===== src/rtl/bresenham_line_rasterizer_macros.svh =====
// ----------------------------------------------------------------------------
// Bresenham line rasterizer assertion macros
// Shared concurrent assertion forms for the rasterizer RTL.
// ----------------------------------------------------------------------------
`ifndef BRESENHAM_LINE_RASTERIZER_MACROS_SVH
`define BRESENHAM_LINE_RASTERIZER_MACROS_SVH

// Same-cycle implication, disabled while reset is asserted.
`define BRL_ASSERT_IMPL(label, clk, rst_n, ante, cons) \
  label: assert property (@(posedge clk) disable iff (!(rst_n)) (ante) |-> (cons)) \
    else $error("rasterizer assertion failed (same cycle)");

// Next-cycle implication, disabled while reset is asserted.
`define BRL_ASSERT_NEXT(label, clk, rst_n, ante, cons) \
  label: assert property (@(posedge clk) disable iff (!(rst_n)) (ante) |=> (cons)) \
    else $error("rasterizer assertion failed (next cycle)");

`endif


===== src/rtl/brl_pkg.sv =====
// ----------------------------------------------------------------------------
// Rasterizer package
// Item kind codes and the line direction flags shared by the modules.
// ----------------------------------------------------------------------------
package brl_pkg;

  typedef enum logic {
    KIND_START   = 1'b0,
    KIND_ADVANCE = 1'b1
  } brl_kind_e;

  // Direction of the line being walked.
  typedef struct packed {
    logic steep;       // major axis is y
    logic minor_down;  // minor coordinate falls along the line
  } brl_flags_t;

endpackage


===== src/rtl/brl_setup.sv =====
// ----------------------------------------------------------------------------
// Rasterizer line setup
// Picks the major axis, orders the endpoints and derives the error terms.
// ----------------------------------------------------------------------------
module brl_setup #(
  parameter int COORD_BITS = 12
) (
  input  logic [COORD_BITS-1:0]        start_x_i,
  input  logic [COORD_BITS-1:0]        start_y_i,
  input  logic [COORD_BITS-1:0]        end_x_i,
  input  logic [COORD_BITS-1:0]        end_y_i,
  output logic [COORD_BITS-1:0]        cur_x_o,
  output logic [COORD_BITS-1:0]        cur_y_o,
  output logic [COORD_BITS-1:0]        major_end_o,
  output logic signed [COORD_BITS+2:0] err_o,
  output logic [COORD_BITS+1:0]        inc_s_o,
  output logic signed [COORD_BITS+2:0] inc_d_o,
  output brl_pkg::brl_flags_t          flags_o
);

  localparam int CB = COORD_BITS;

  logic signed [CB:0] dx, dy;
  logic [CB-1:0]      adx, ady, dmaj, dmin;
  logic [CB-1:0]      xs, ys, xe, ye;
  logic               steep, swap;

  assign dx  = $signed({1'b0, end_x_i}) - $signed({1'b0, start_x_i});
  assign dy  = $signed({1'b0, end_y_i}) - $signed({1'b0, start_y_i});
  assign adx = dx[CB] ? CB'(-dx) : dx[CB-1:0];
  assign ady = dy[CB] ? CB'(-dy) : dy[CB-1:0];

  // Equal deltas walk along x.
  assign steep = (ady > adx);
  assign swap  = steep ? (start_y_i > end_y_i) : (start_x_i > end_x_i);

  assign xs = swap ? end_x_i   : start_x_i;
  assign ys = swap ? end_y_i   : start_y_i;
  assign xe = swap ? start_x_i : end_x_i;
  assign ye = swap ? start_y_i : end_y_i;

  assign dmaj = steep ? ady : adx;
  assign dmin = steep ? adx : ady;

  assign cur_x_o            = xs;
  assign cur_y_o            = ys;
  assign major_end_o        = steep ? ye : xe;
  assign flags_o.steep      = steep;
  assign flags_o.minor_down = steep ? !(xs < xe) : !(ys < ye);

  assign err_o   = $signed({2'b00, dmin, 1'b0}) - $signed({3'b000, dmaj});
  assign inc_s_o = {1'b0, dmin, 1'b0};
  assign inc_d_o = $signed({2'b00, dmin, 1'b0}) - $signed({2'b00, dmaj, 1'b0});

endmodule


===== src/rtl/brl_step.sv =====
// ----------------------------------------------------------------------------
// Rasterizer pixel step
// Advances the current pixel by one along the major axis.
// ----------------------------------------------------------------------------
module brl_step #(
  parameter int COORD_BITS = 12
) (
  input  logic [COORD_BITS-1:0]        cur_x_i,
  input  logic [COORD_BITS-1:0]        cur_y_i,
  input  logic signed [COORD_BITS+2:0] err_i,
  input  logic [COORD_BITS+1:0]        inc_s_i,
  input  logic signed [COORD_BITS+2:0] inc_d_i,
  input  brl_pkg::brl_flags_t          flags_i,
  output logic [COORD_BITS-1:0]        cur_x_o,
  output logic [COORD_BITS-1:0]        cur_y_o,
  output logic signed [COORD_BITS+2:0] err_o
);

  localparam int CB    = COORD_BITS;
  localparam int ERR_W = COORD_BITS + 3;

  logic [CB-1:0] major, minor, major_nx, minor_nx;

  assign major    = flags_i.steep ? cur_y_i : cur_x_i;
  assign minor    = flags_i.steep ? cur_x_i : cur_y_i;
  assign major_nx = major + CB'(1);

  always_comb begin
    if (err_i[ERR_W-1]) begin
      // Straight step: minor coordinate stays.
      err_o    = err_i + $signed({1'b0, inc_s_i});
      minor_nx = minor;
    end else begin
      err_o    = err_i + inc_d_i;
      minor_nx = flags_i.minor_down ? (minor - CB'(1)) : (minor + CB'(1));
    end
  end

  assign cur_x_o = flags_i.steep ? minor_nx : major_nx;
  assign cur_y_o = flags_i.steep ? major_nx : minor_nx;

endmodule


===== src/rtl/bresenham_line_rasterizer.sv =====
// ----------------------------------------------------------------------------
// Bresenham line rasterizer
// Walks a line between two endpoints and produces at most one pixel per item.
// ----------------------------------------------------------------------------
//
//  Channel | Direction | Handshake               | Payload
//  --------+-----------+-------------------------+-----------------------------
//  in      | input     | in_valid_i / in_stall_o | kind, start_x/y, end_x/y
//  out     | output    | out_valid_o/out_stall_i | pixel_x, pixel_y, last
//
//  One item per cycle is sustained while the output is not stalled; an item
//  enters the input register when accepted and its pixel then moves on to
//  the result register. The add and compare of the error update sit between
//  the input register and the result register.
//  Reset clears the line state, so an advance before any start yields nothing.
//  A stall on the output holds the result register and the input register;
//  the input stall follows only when an item is waiting in the input register.
//
// ----------------------------------------------------------------------------
`include "bresenham_line_rasterizer_macros.svh"

module bresenham_line_rasterizer #(
  parameter int COORD_BITS = 12
) (
  input  logic                  clk_i,
  input  logic                  rst_ni,
  // Item input
  input  logic                  in_valid_i,
  output logic                  in_stall_o,
  input  logic                  kind_i,
  input  logic [COORD_BITS-1:0] start_x_i,
  input  logic [COORD_BITS-1:0] start_y_i,
  input  logic [COORD_BITS-1:0] end_x_i,
  input  logic [COORD_BITS-1:0] end_y_i,
  // Pixel output
  output logic                  out_valid_o,
  input  logic                  out_stall_i,
  output logic [COORD_BITS-1:0] pixel_x_o,
  output logic [COORD_BITS-1:0] pixel_y_o,
  output logic                  last_o
);

  localparam int CB    = COORD_BITS;
  localparam int ERR_W = COORD_BITS + 3;
  localparam int INC_W = COORD_BITS + 2;

  // --------------------------------------------------------------------------
  // Input register. It is refilled whenever its item moves on in the same
  // cycle, so items flow at full rate while the output keeps taking results.
  // --------------------------------------------------------------------------
  logic          in_vld_q, in_vld_d;
  logic          out_vld_q, out_vld_d;
  logic          kind_q;
  logic [CB-1:0] sx_q, sy_q, ex_q, ey_q;
  logic          in_take;
  logic          proc;

  assign proc       = in_vld_q && (!out_vld_q || !out_stall_i);
  assign in_stall_o = in_vld_q && !proc;
  assign in_take    = in_valid_i && !in_stall_o;

  always_comb begin
    in_vld_d = in_vld_q;
    if (in_take) begin
      in_vld_d = 1'b1;
    end else if (proc) begin
      in_vld_d = 1'b0;
    end
  end

  always_ff @(posedge clk_i or negedge rst_ni) begin
    if (!rst_ni) begin
      in_vld_q <= 1'b0;
    end else begin
      in_vld_q <= in_vld_d;
    end
  end

  always_ff @(posedge clk_i) begin
    if (in_take) begin
      kind_q <= kind_i;
      sx_q   <= start_x_i;
      sy_q   <= start_y_i;
      ex_q   <= end_x_i;
      ey_q   <= end_y_i;
    end
  end

  // --------------------------------------------------------------------------
  // Line state.
  // --------------------------------------------------------------------------
  logic [CB-1:0]           cur_x_q, cur_y_q, major_end_q;
  logic signed [ERR_W-1:0] err_q;
  logic [INC_W-1:0]        inc_s_q;
  logic signed [ERR_W-1:0] inc_d_q;
  brl_pkg::brl_flags_t     flags_q;
  logic                    active_q;

  // Setup path for a start item.
  logic [CB-1:0]           su_x, su_y, su_end;
  logic signed [ERR_W-1:0] su_err, su_inc_d;
  logic [INC_W-1:0]        su_inc_s;
  brl_pkg::brl_flags_t     su_flags;

  brl_setup #(
    .COORD_BITS (COORD_BITS)
  ) u_setup (
    .start_x_i   (sx_q),
    .start_y_i   (sy_q),
    .end_x_i     (ex_q),
    .end_y_i     (ey_q),
    .cur_x_o     (su_x),
    .cur_y_o     (su_y),
    .major_end_o (su_end),
    .err_o       (su_err),
    .inc_s_o     (su_inc_s),
    .inc_d_o     (su_inc_d),
    .flags_o     (su_flags)
  );

  // Step path for an advance item.
  logic [CB-1:0]           st_x, st_y;
  logic signed [ERR_W-1:0] st_err;

  brl_step #(
    .COORD_BITS (COORD_BITS)
  ) u_step (
    .cur_x_i (cur_x_q),
    .cur_y_i (cur_y_q),
    .err_i   (err_q),
    .inc_s_i (inc_s_q),
    .inc_d_i (inc_d_q),
    .flags_i (flags_q),
    .cur_x_o (st_x),
    .cur_y_o (st_y),
    .err_o   (st_err)
  );

  // --------------------------------------------------------------------------
  // Next state and result. A start always plots its first pixel; an advance
  // plots only while a line is active. The pixel whose major coordinate
  // reaches the end is flagged last and closes the line.
  // --------------------------------------------------------------------------
  logic                    is_start, has_res, fin;
  logic [CB-1:0]           x_nx, y_nx, end_nx, major_nx;
  logic signed [ERR_W-1:0] err_nx, inc_d_nx;
  logic [INC_W-1:0]        inc_s_nx;
  brl_pkg::brl_flags_t     flags_nx;

  assign is_start = (kind_q == brl_pkg::KIND_START);
  assign has_res  = is_start || active_q;

  always_comb begin
    if (is_start) begin
      x_nx     = su_x;
      y_nx     = su_y;
      end_nx   = su_end;
      err_nx   = su_err;
      inc_s_nx = su_inc_s;
      inc_d_nx = su_inc_d;
      flags_nx = su_flags;
    end else begin
      x_nx     = st_x;
      y_nx     = st_y;
      end_nx   = major_end_q;
      err_nx   = st_err;
      inc_s_nx = inc_s_q;
      inc_d_nx = inc_d_q;
      flags_nx = flags_q;
    end
  end

  assign major_nx = flags_nx.steep ? y_nx : x_nx;
  assign fin      = (major_nx == end_nx);

  always_ff @(posedge clk_i or negedge rst_ni) begin
    if (!rst_ni) begin
      cur_x_q     <= '0;
      cur_y_q     <= '0;
      major_end_q <= '0;
      err_q       <= '0;
      inc_s_q     <= '0;
      inc_d_q     <= '0;
      flags_q     <= '0;
      active_q    <= 1'b0;
    end else if (proc && has_res) begin
      cur_x_q     <= x_nx;
      cur_y_q     <= y_nx;
      major_end_q <= end_nx;
      err_q       <= err_nx;
      inc_s_q     <= inc_s_nx;
      inc_d_q     <= inc_d_nx;
      flags_q     <= flags_nx;
      active_q    <= !fin;
    end
  end

  // --------------------------------------------------------------------------
  // Result register. It is overwritten only when empty or being taken.
  // --------------------------------------------------------------------------
  logic [CB-1:0] px_q, py_q;
  logic          last_q;

  always_comb begin
    out_vld_d = out_vld_q;
    if (proc && has_res) begin
      out_vld_d = 1'b1;
    end else if (!out_stall_i) begin
      out_vld_d = 1'b0;
    end
  end

  always_ff @(posedge clk_i or negedge rst_ni) begin
    if (!rst_ni) begin
      out_vld_q <= 1'b0;
    end else begin
      out_vld_q <= out_vld_d;
    end
  end

  always_ff @(posedge clk_i) begin
    if (proc && has_res) begin
      px_q   <= x_nx;
      py_q   <= y_nx;
      last_q <= fin;
    end
  end

  assign out_valid_o = out_vld_q;
  assign pixel_x_o   = px_q;
  assign pixel_y_o   = py_q;
  assign last_o      = last_q;

  // --------------------------------------------------------------------------
  // Assertions.
  // --------------------------------------------------------------------------
  `BRL_ASSERT_NEXT(a_start_gives_pixel, clk_i, rst_ni, proc && is_start, out_vld_q)
  `BRL_ASSERT_NEXT(a_idle_advance_silent, clk_i, rst_ni, proc && !is_start && !active_q, !out_vld_q)
  `BRL_ASSERT_NEXT(a_last_closes_line, clk_i, rst_ni, proc && has_res && fin, !active_q)
  `BRL_ASSERT_NEXT(a_stall_holds_item, clk_i, rst_ni, in_stall_o, in_vld_q)

endmodule

===== config.mk =====
export PLATFORM = sky130hd
export DESIGN_NAME = bresenham_line_rasterizer
export DESIGN_NICKNAME = d
export VERILOG_FILES = /design/src/rtl/brl_pkg.sv /design/src/rtl/brl_setup.sv /design/src/rtl/brl_step.sv /design/src/rtl/bresenham_line_rasterizer.sv
export VERILOG_INCLUDE_DIRS = /design/src /design/src/rtl
export SDC_FILE = /design/constraint.sdc
export NUM_CORES = 1
export LEC_CHECK = 0
export ABC_CLOCK_PERIOD_IN_PS = 9850
export BUFFER_PORTS_ARGS = -buffer_cell sky130_fd_sc_hd__buf_4
export CAP_MARGIN = 20
export CORE_ASPECT_RATIO = 0.8
export CORE_UTILIZATION = 60
export DETAILED_ROUTE_END_ITERATION = 12
export GPL_ROUTABILITY_DRIVEN = 0
export PLACE_DENSITY_LB_ADDON = 0.12
export SKIP_CTS_REPAIR_TIMING = 1
export SYNTH_ARGS = -nofsm -noshare
export SYNTH_HDL_FRONTEND = slang
export SYNTH_SLANG_ARGS = --single-unit

===== constraint.sdc =====
create_clock -name clk_i -period 9.85 [get_ports clk_i]
set_clock_uncertainty 0.2 [all_clocks]
set_input_delay 0 -clock clk_i [delete_from_list [all_inputs] [get_ports clk_i]]
set_output_delay 0 -clock clk_i [all_outputs]
set_load 0.1 [all_outputs]

==> flow_results.xml <==
<?xml version="1.0" encoding="UTF-8"?>
<metrics>
  <group name="routing">
    <metric name="sum_of_met3_wire_segment_lengths_after_detailed_routing" unit="microns">4560</metric>
    <metric name="drc" unit="">0</metric>
    <metric name="route.antenna.remaining_nets" unit="">0</metric>
    <metric name="dr.first_iter.drc_count" unit="">1423</metric>
    <metric name="detailroute.via_count" unit="">12100</metric>
    <metric name="drt-met1-wl" unit="microns">16600</metric>
    <metric name="routed_wl" unit="microns">38300</metric>
    <metric name="viasPerCell" unit="">6.38</metric>
    <metric name="drt_first_pass_iters" unit="">6</metric>
    <metric name="wl_per_cell" unit="microns">20.2</metric>
    <metric name="top_layer_used" unit="">met4</metric>
    <metric name="detailroute.wirelength.met2" unit="microns">16400</metric>
  </group>
  <group name="grt">
    <metric name="grt_antenna_before_repair" unit="">0</metric>
    <metric name="vias_in_the_first_global_route" unit="">10800</metric>
    <metric name="grt_first_pass_wirelength" unit="microns">58700</metric>
    <metric name="gr-total-overflow" unit="">0</metric>
    <metric name="globalRouteTotalUtil" unit="%">35.4</metric>
    <metric name="grt_start_max_net_pins" unit="">76</metric>
  </group>
  <group name="synth">
    <metric name="synthArstFlopShare" unit="%">51.9</metric>
    <metric name="syn-num-nets" unit="">1640</metric>
    <metric name="post_synth_xor_area_fraction" unit="%">7.68</metric>
    <metric name="synthesis.area" unit="sq mm">0.0127</metric>
    <metric name="synth_compound_gate_area_share" unit="%">22.0</metric>
    <metric name="muxShareOfSynthArea" unit="%">6.09</metric>
    <metric name="syn_avg_cell_area" unit="sq um">8.37</metric>
    <metric name="synth_simple_gate_area_share" unit="%">18.2</metric>
    <metric name="synth_adder_area_share" unit="%">8.07</metric>
    <metric name="synth-edff-count" unit="">74</metric>
    <metric name="yosys_register_bits" unit="">154</metric>
    <metric name="ys_seq_area_share" unit="%">33.4</metric>
    <metric name="yosys.cell_types.count" unit="">80</metric>
    <metric name="dominant_combinational_cell_family_by_area_after_synthesis" unit="">compound AO/OA/AOI/OAI gates</metric>
    <metric name="postSynth.topFlopCell" unit="">dfrtp_1</metric>
    <metric name="synth-warning-count" unit="">0</metric>
    <metric name="synthesis.instances" unit="">1511</metric>
  </group>
  <group name="job">
    <metric name="maxCapViolCount" unit="">0</metric>
  </group>
  <group name="cells_and_area">
    <metric name="most_common_library_cell_in_the_layout_ignoring_fill_and_taps" unit="">nand2_1</metric>
    <metric name="multiInputGateArea" unit="sq mm">0.00787</metric>
    <metric name="layout.cells.most_common_list" unit="">254 x nand2_1, 120 x a21oi_1, 104 x o21ai_0, 99 x buf_4, 89 x nor2_1</metric>
    <metric name="finalInstanceArea" unit="sq mm">0.0147</metric>
    <metric name="drive_gt1_share" unit="%">11.6</metric>
    <metric name="final-seq-area" unit="sq mm">0.00423</metric>
    <metric name="layout.nets" unit="">1741</metric>
    <metric name="final.fill_count" unit="">1582</metric>
    <metric name="diodes_inserted" unit="">0</metric>
    <metric name="syn2layout_area_growth" unit="%">15.9</metric>
  </group>
  <group name="placed_design">
    <metric name="placement.cell_area" unit="sq mm">0.0135</metric>
    <metric name="placement.setup.worst_slack" unit="ns">1.41</metric>
    <metric name="detailedPlacementHpwl" unit="microns">27200</metric>
    <metric name="numPortBuffers" unit="">79</metric>
  </group>
  <group name="pwr">
    <metric name="sequential_share_of_power" unit="%">18.5</metric>
    <metric name="power_per_cell_area" unit="mW/mm^2">396</metric>
    <metric name="clock_power_share" unit="%">12.5</metric>
    <metric name="power.switching_fraction" unit="%">51.7</metric>
    <metric name="pwr-share-comb" unit="%">69.0</metric>
    <metric name="vdd_drop_max" unit="mV">0.242</metric>
    <metric name="internal-power" unit="mW">2.80</metric>
    <metric name="net-switching-power" unit="mW">3.01</metric>
    <metric name="power.leakage" unit="nW">6.34</metric>
  </group>
  <group name="clocking">
    <metric name="worst_skew_pair.late_latency" unit="ns">0.45</metric>
    <metric name="root_buffer" unit="">clkbuf_16</metric>
    <metric name="cts_tree" unit="">built</metric>
    <metric name="clock-sinks" unit="">154</metric>
    <metric name="cts_buffer_depth" unit="">2</metric>
    <metric name="register_clock_pin_slew_on_the_reported_worst_setup_and_hold_paths" unit="ns">0.08</metric>
    <metric name="clock_tree.htree_level_count" unit="">4</metric>
    <metric name="tritoncts.num_buffers" unit="">17</metric>
  </group>
  <group name="worst_setup_path">
    <metric name="critical_path_arrival" unit="ns">8.76</metric>
    <metric name="crit_path_top_delay_cell" unit="">a221oi_1</metric>
    <metric name="crit_required" unit="ns">9.98</metric>
    <metric name="critical-path-max-stage-delay" unit="ns">0.70</metric>
    <metric name="critPathMaxFanout" unit="">28</metric>
    <metric name="start_kind" unit="">flip-flop</metric>
    <metric name="end_kind" unit="">flip-flop</metric>
    <metric name="timing_worst_setup_path_type" unit="">flip-flop to flip-flop</metric>
  </group>
  <group name="sta">
    <metric name="tightestPinTransition" unit="ns">0.938</metric>
    <metric name="max_freq" unit="MHz">116</metric>
    <metric name="post-route-min-period" unit="ns">8.64</metric>
    <metric name="finalSetupViolations" unit="">0</metric>
    <metric name="maxSlewHeadroom" unit="%">36.6</metric>
    <metric name="worst_case_setup_margin_in_the_final_layout" unit="ns">1.21</metric>
    <metric name="min_period_over_period" unit="%">87.7</metric>
    <metric name="final-hold-violation-count" unit="">0</metric>
    <metric name="grt_setup_unrepaired" unit="">no</metric>
    <metric name="totalNegativeSetupSlack" unit="ns">0</metric>
    <metric name="timing.hold.ws" unit="ns">0.0602</metric>
    <metric name="drv_slew" unit="">0</metric>
  </group>
  <group name="floorplanning">
    <metric name="die_y" unit="microns">132</metric>
    <metric name="fp.dieW" unit="microns">164</metric>
    <metric name="row_count" unit="">47</metric>
    <metric name="pin_count" unit="">80</metric>
    <metric name="placeableCoreArea" unit="sq mm">0.0207</metric>
    <metric name="start_util" unit="%">61.1</metric>
    <metric name="design.die.area" unit="sq mm">0.0217</metric>
  </group>
  <group name="status">
    <metric name="status" unit="">complete, no violations</metric>
  </group>
  <group name="min_path">
    <metric name="hold_class" unit="">input port to flip-flop</metric>
  </group>
</metrics>
## through the flow
stage               std cells  power, mW  utilization, %
finish                   1894       5.81            70.9
global route             1894       6.22            70.9
CTS                      1838       5.69            68.1
detailed placement       1806       4.94            65.1
global placement         1806       4.84            65.1
floorplan                1511       4.01               -
## state kept, by name, indices dropped and copies added, names as in the netlist
signal and flops:
err_q 14, pixel_y_o 12, flags_q 2, inc_s_q 12, in_vld_q 1, cur_x_q 12
sx_q 12, ex_q 12, pixel_x_o 12, sy_q 12, kind_q 1, out_valid_o 1
ey_q 12, cur_y_q 12, last_o 1, inc_d_q 13, major_end_q 12, active_q 1
## final timing paths
kind | cells after the start | start | slack, ns | to
worst min register to register | 2 | inc_d_q[6] | 0.28 | inc_d_q[6]
max in group asynchronous | 4 | rst_ni | 8.27 | flags_q[1]
min in group asynchronous | 4 | rst_ni | 0.38 | cur_y_q[2]
worst max register to register | 30 | ex_q[0] | 1.21 | err_q[12]
worst min-delay path | 2 | end_y_i[5] | 0.06 | ey_q[5]
worst max-delay path | 30 | ex_q[0] | 1.21 | err_q[12]
## logic make-up after synthesis
logic type | after synthesis
multiplexers | 73
flip-flops | 154
AO/OA/AOI/OAI | 431
XOR/XNOR | 111
adder cells (fa/ha/maj) | 79
AND/OR/NAND/NOR | 512
buffers and inverters | 151
## final cells by class
type,count,area share [%]
clock inverters,15,1.36
repair buffers,155,9.02
flip-flops and latches,154,28.8
clock buffers,17,2.90
inverters,78,2.00
well taps,269,2.29
multi-input cells,1206,53.6
## layer usage
layer | global-route usage (%) | vias up
met5 | 0 | -
met4 | 8.18 | 0
met3 | 8.93 | 64
met2 | 50.4 | 702
met1 | 53.4 | 5683
li1 | - | 5641
## synthesized netlist by cell type, types with 24 or more instances
master    number  area share, %
xor2_1        47            3.3
mux2i_1       41            3.2
ha_1          71            7.0
a21oi_1      121            4.8
nand3_1       34            1.3
nand2_1      254            7.5
a211oi_1      24            1.4
edfxtp_1      74             18
dfrtp_1       80             16
nor3_1        29            1.1
xnor2_1       64            4.4
mux2_2        32            2.8
nor2_1        89            2.6
clkbuf_1      50            1.5
o21ai_0      104            4.1
inv_1         77            2.3
## critical path, delay by kind of cell, from the launching register on
kind | cells | cell delay, ns
AOI/OAI and AO/OA | 13 | 3.85
adders and majority gates | 5 | 1.78
and+or+nand+nor | 8 | 1.43
DFF | 1 | 0.44
xor gates and xnor gates | 1 | 0.40
buffers and inverters | 2 | 0.28
muxes | 1 | 0.13
## power by group through the flow
stage               registers [mW]  logic (mW)  clock network [mW]
global route                  1.10        4.36               0.756
floorplan                     1.29        2.72                   0
global placement              1.07        3.77                   0
detailed placement            1.08        3.86                   0
CTS                           1.07        3.89               0.726
finish                        1.08        4.01               0.727
(Power assumes the default switching activity.)
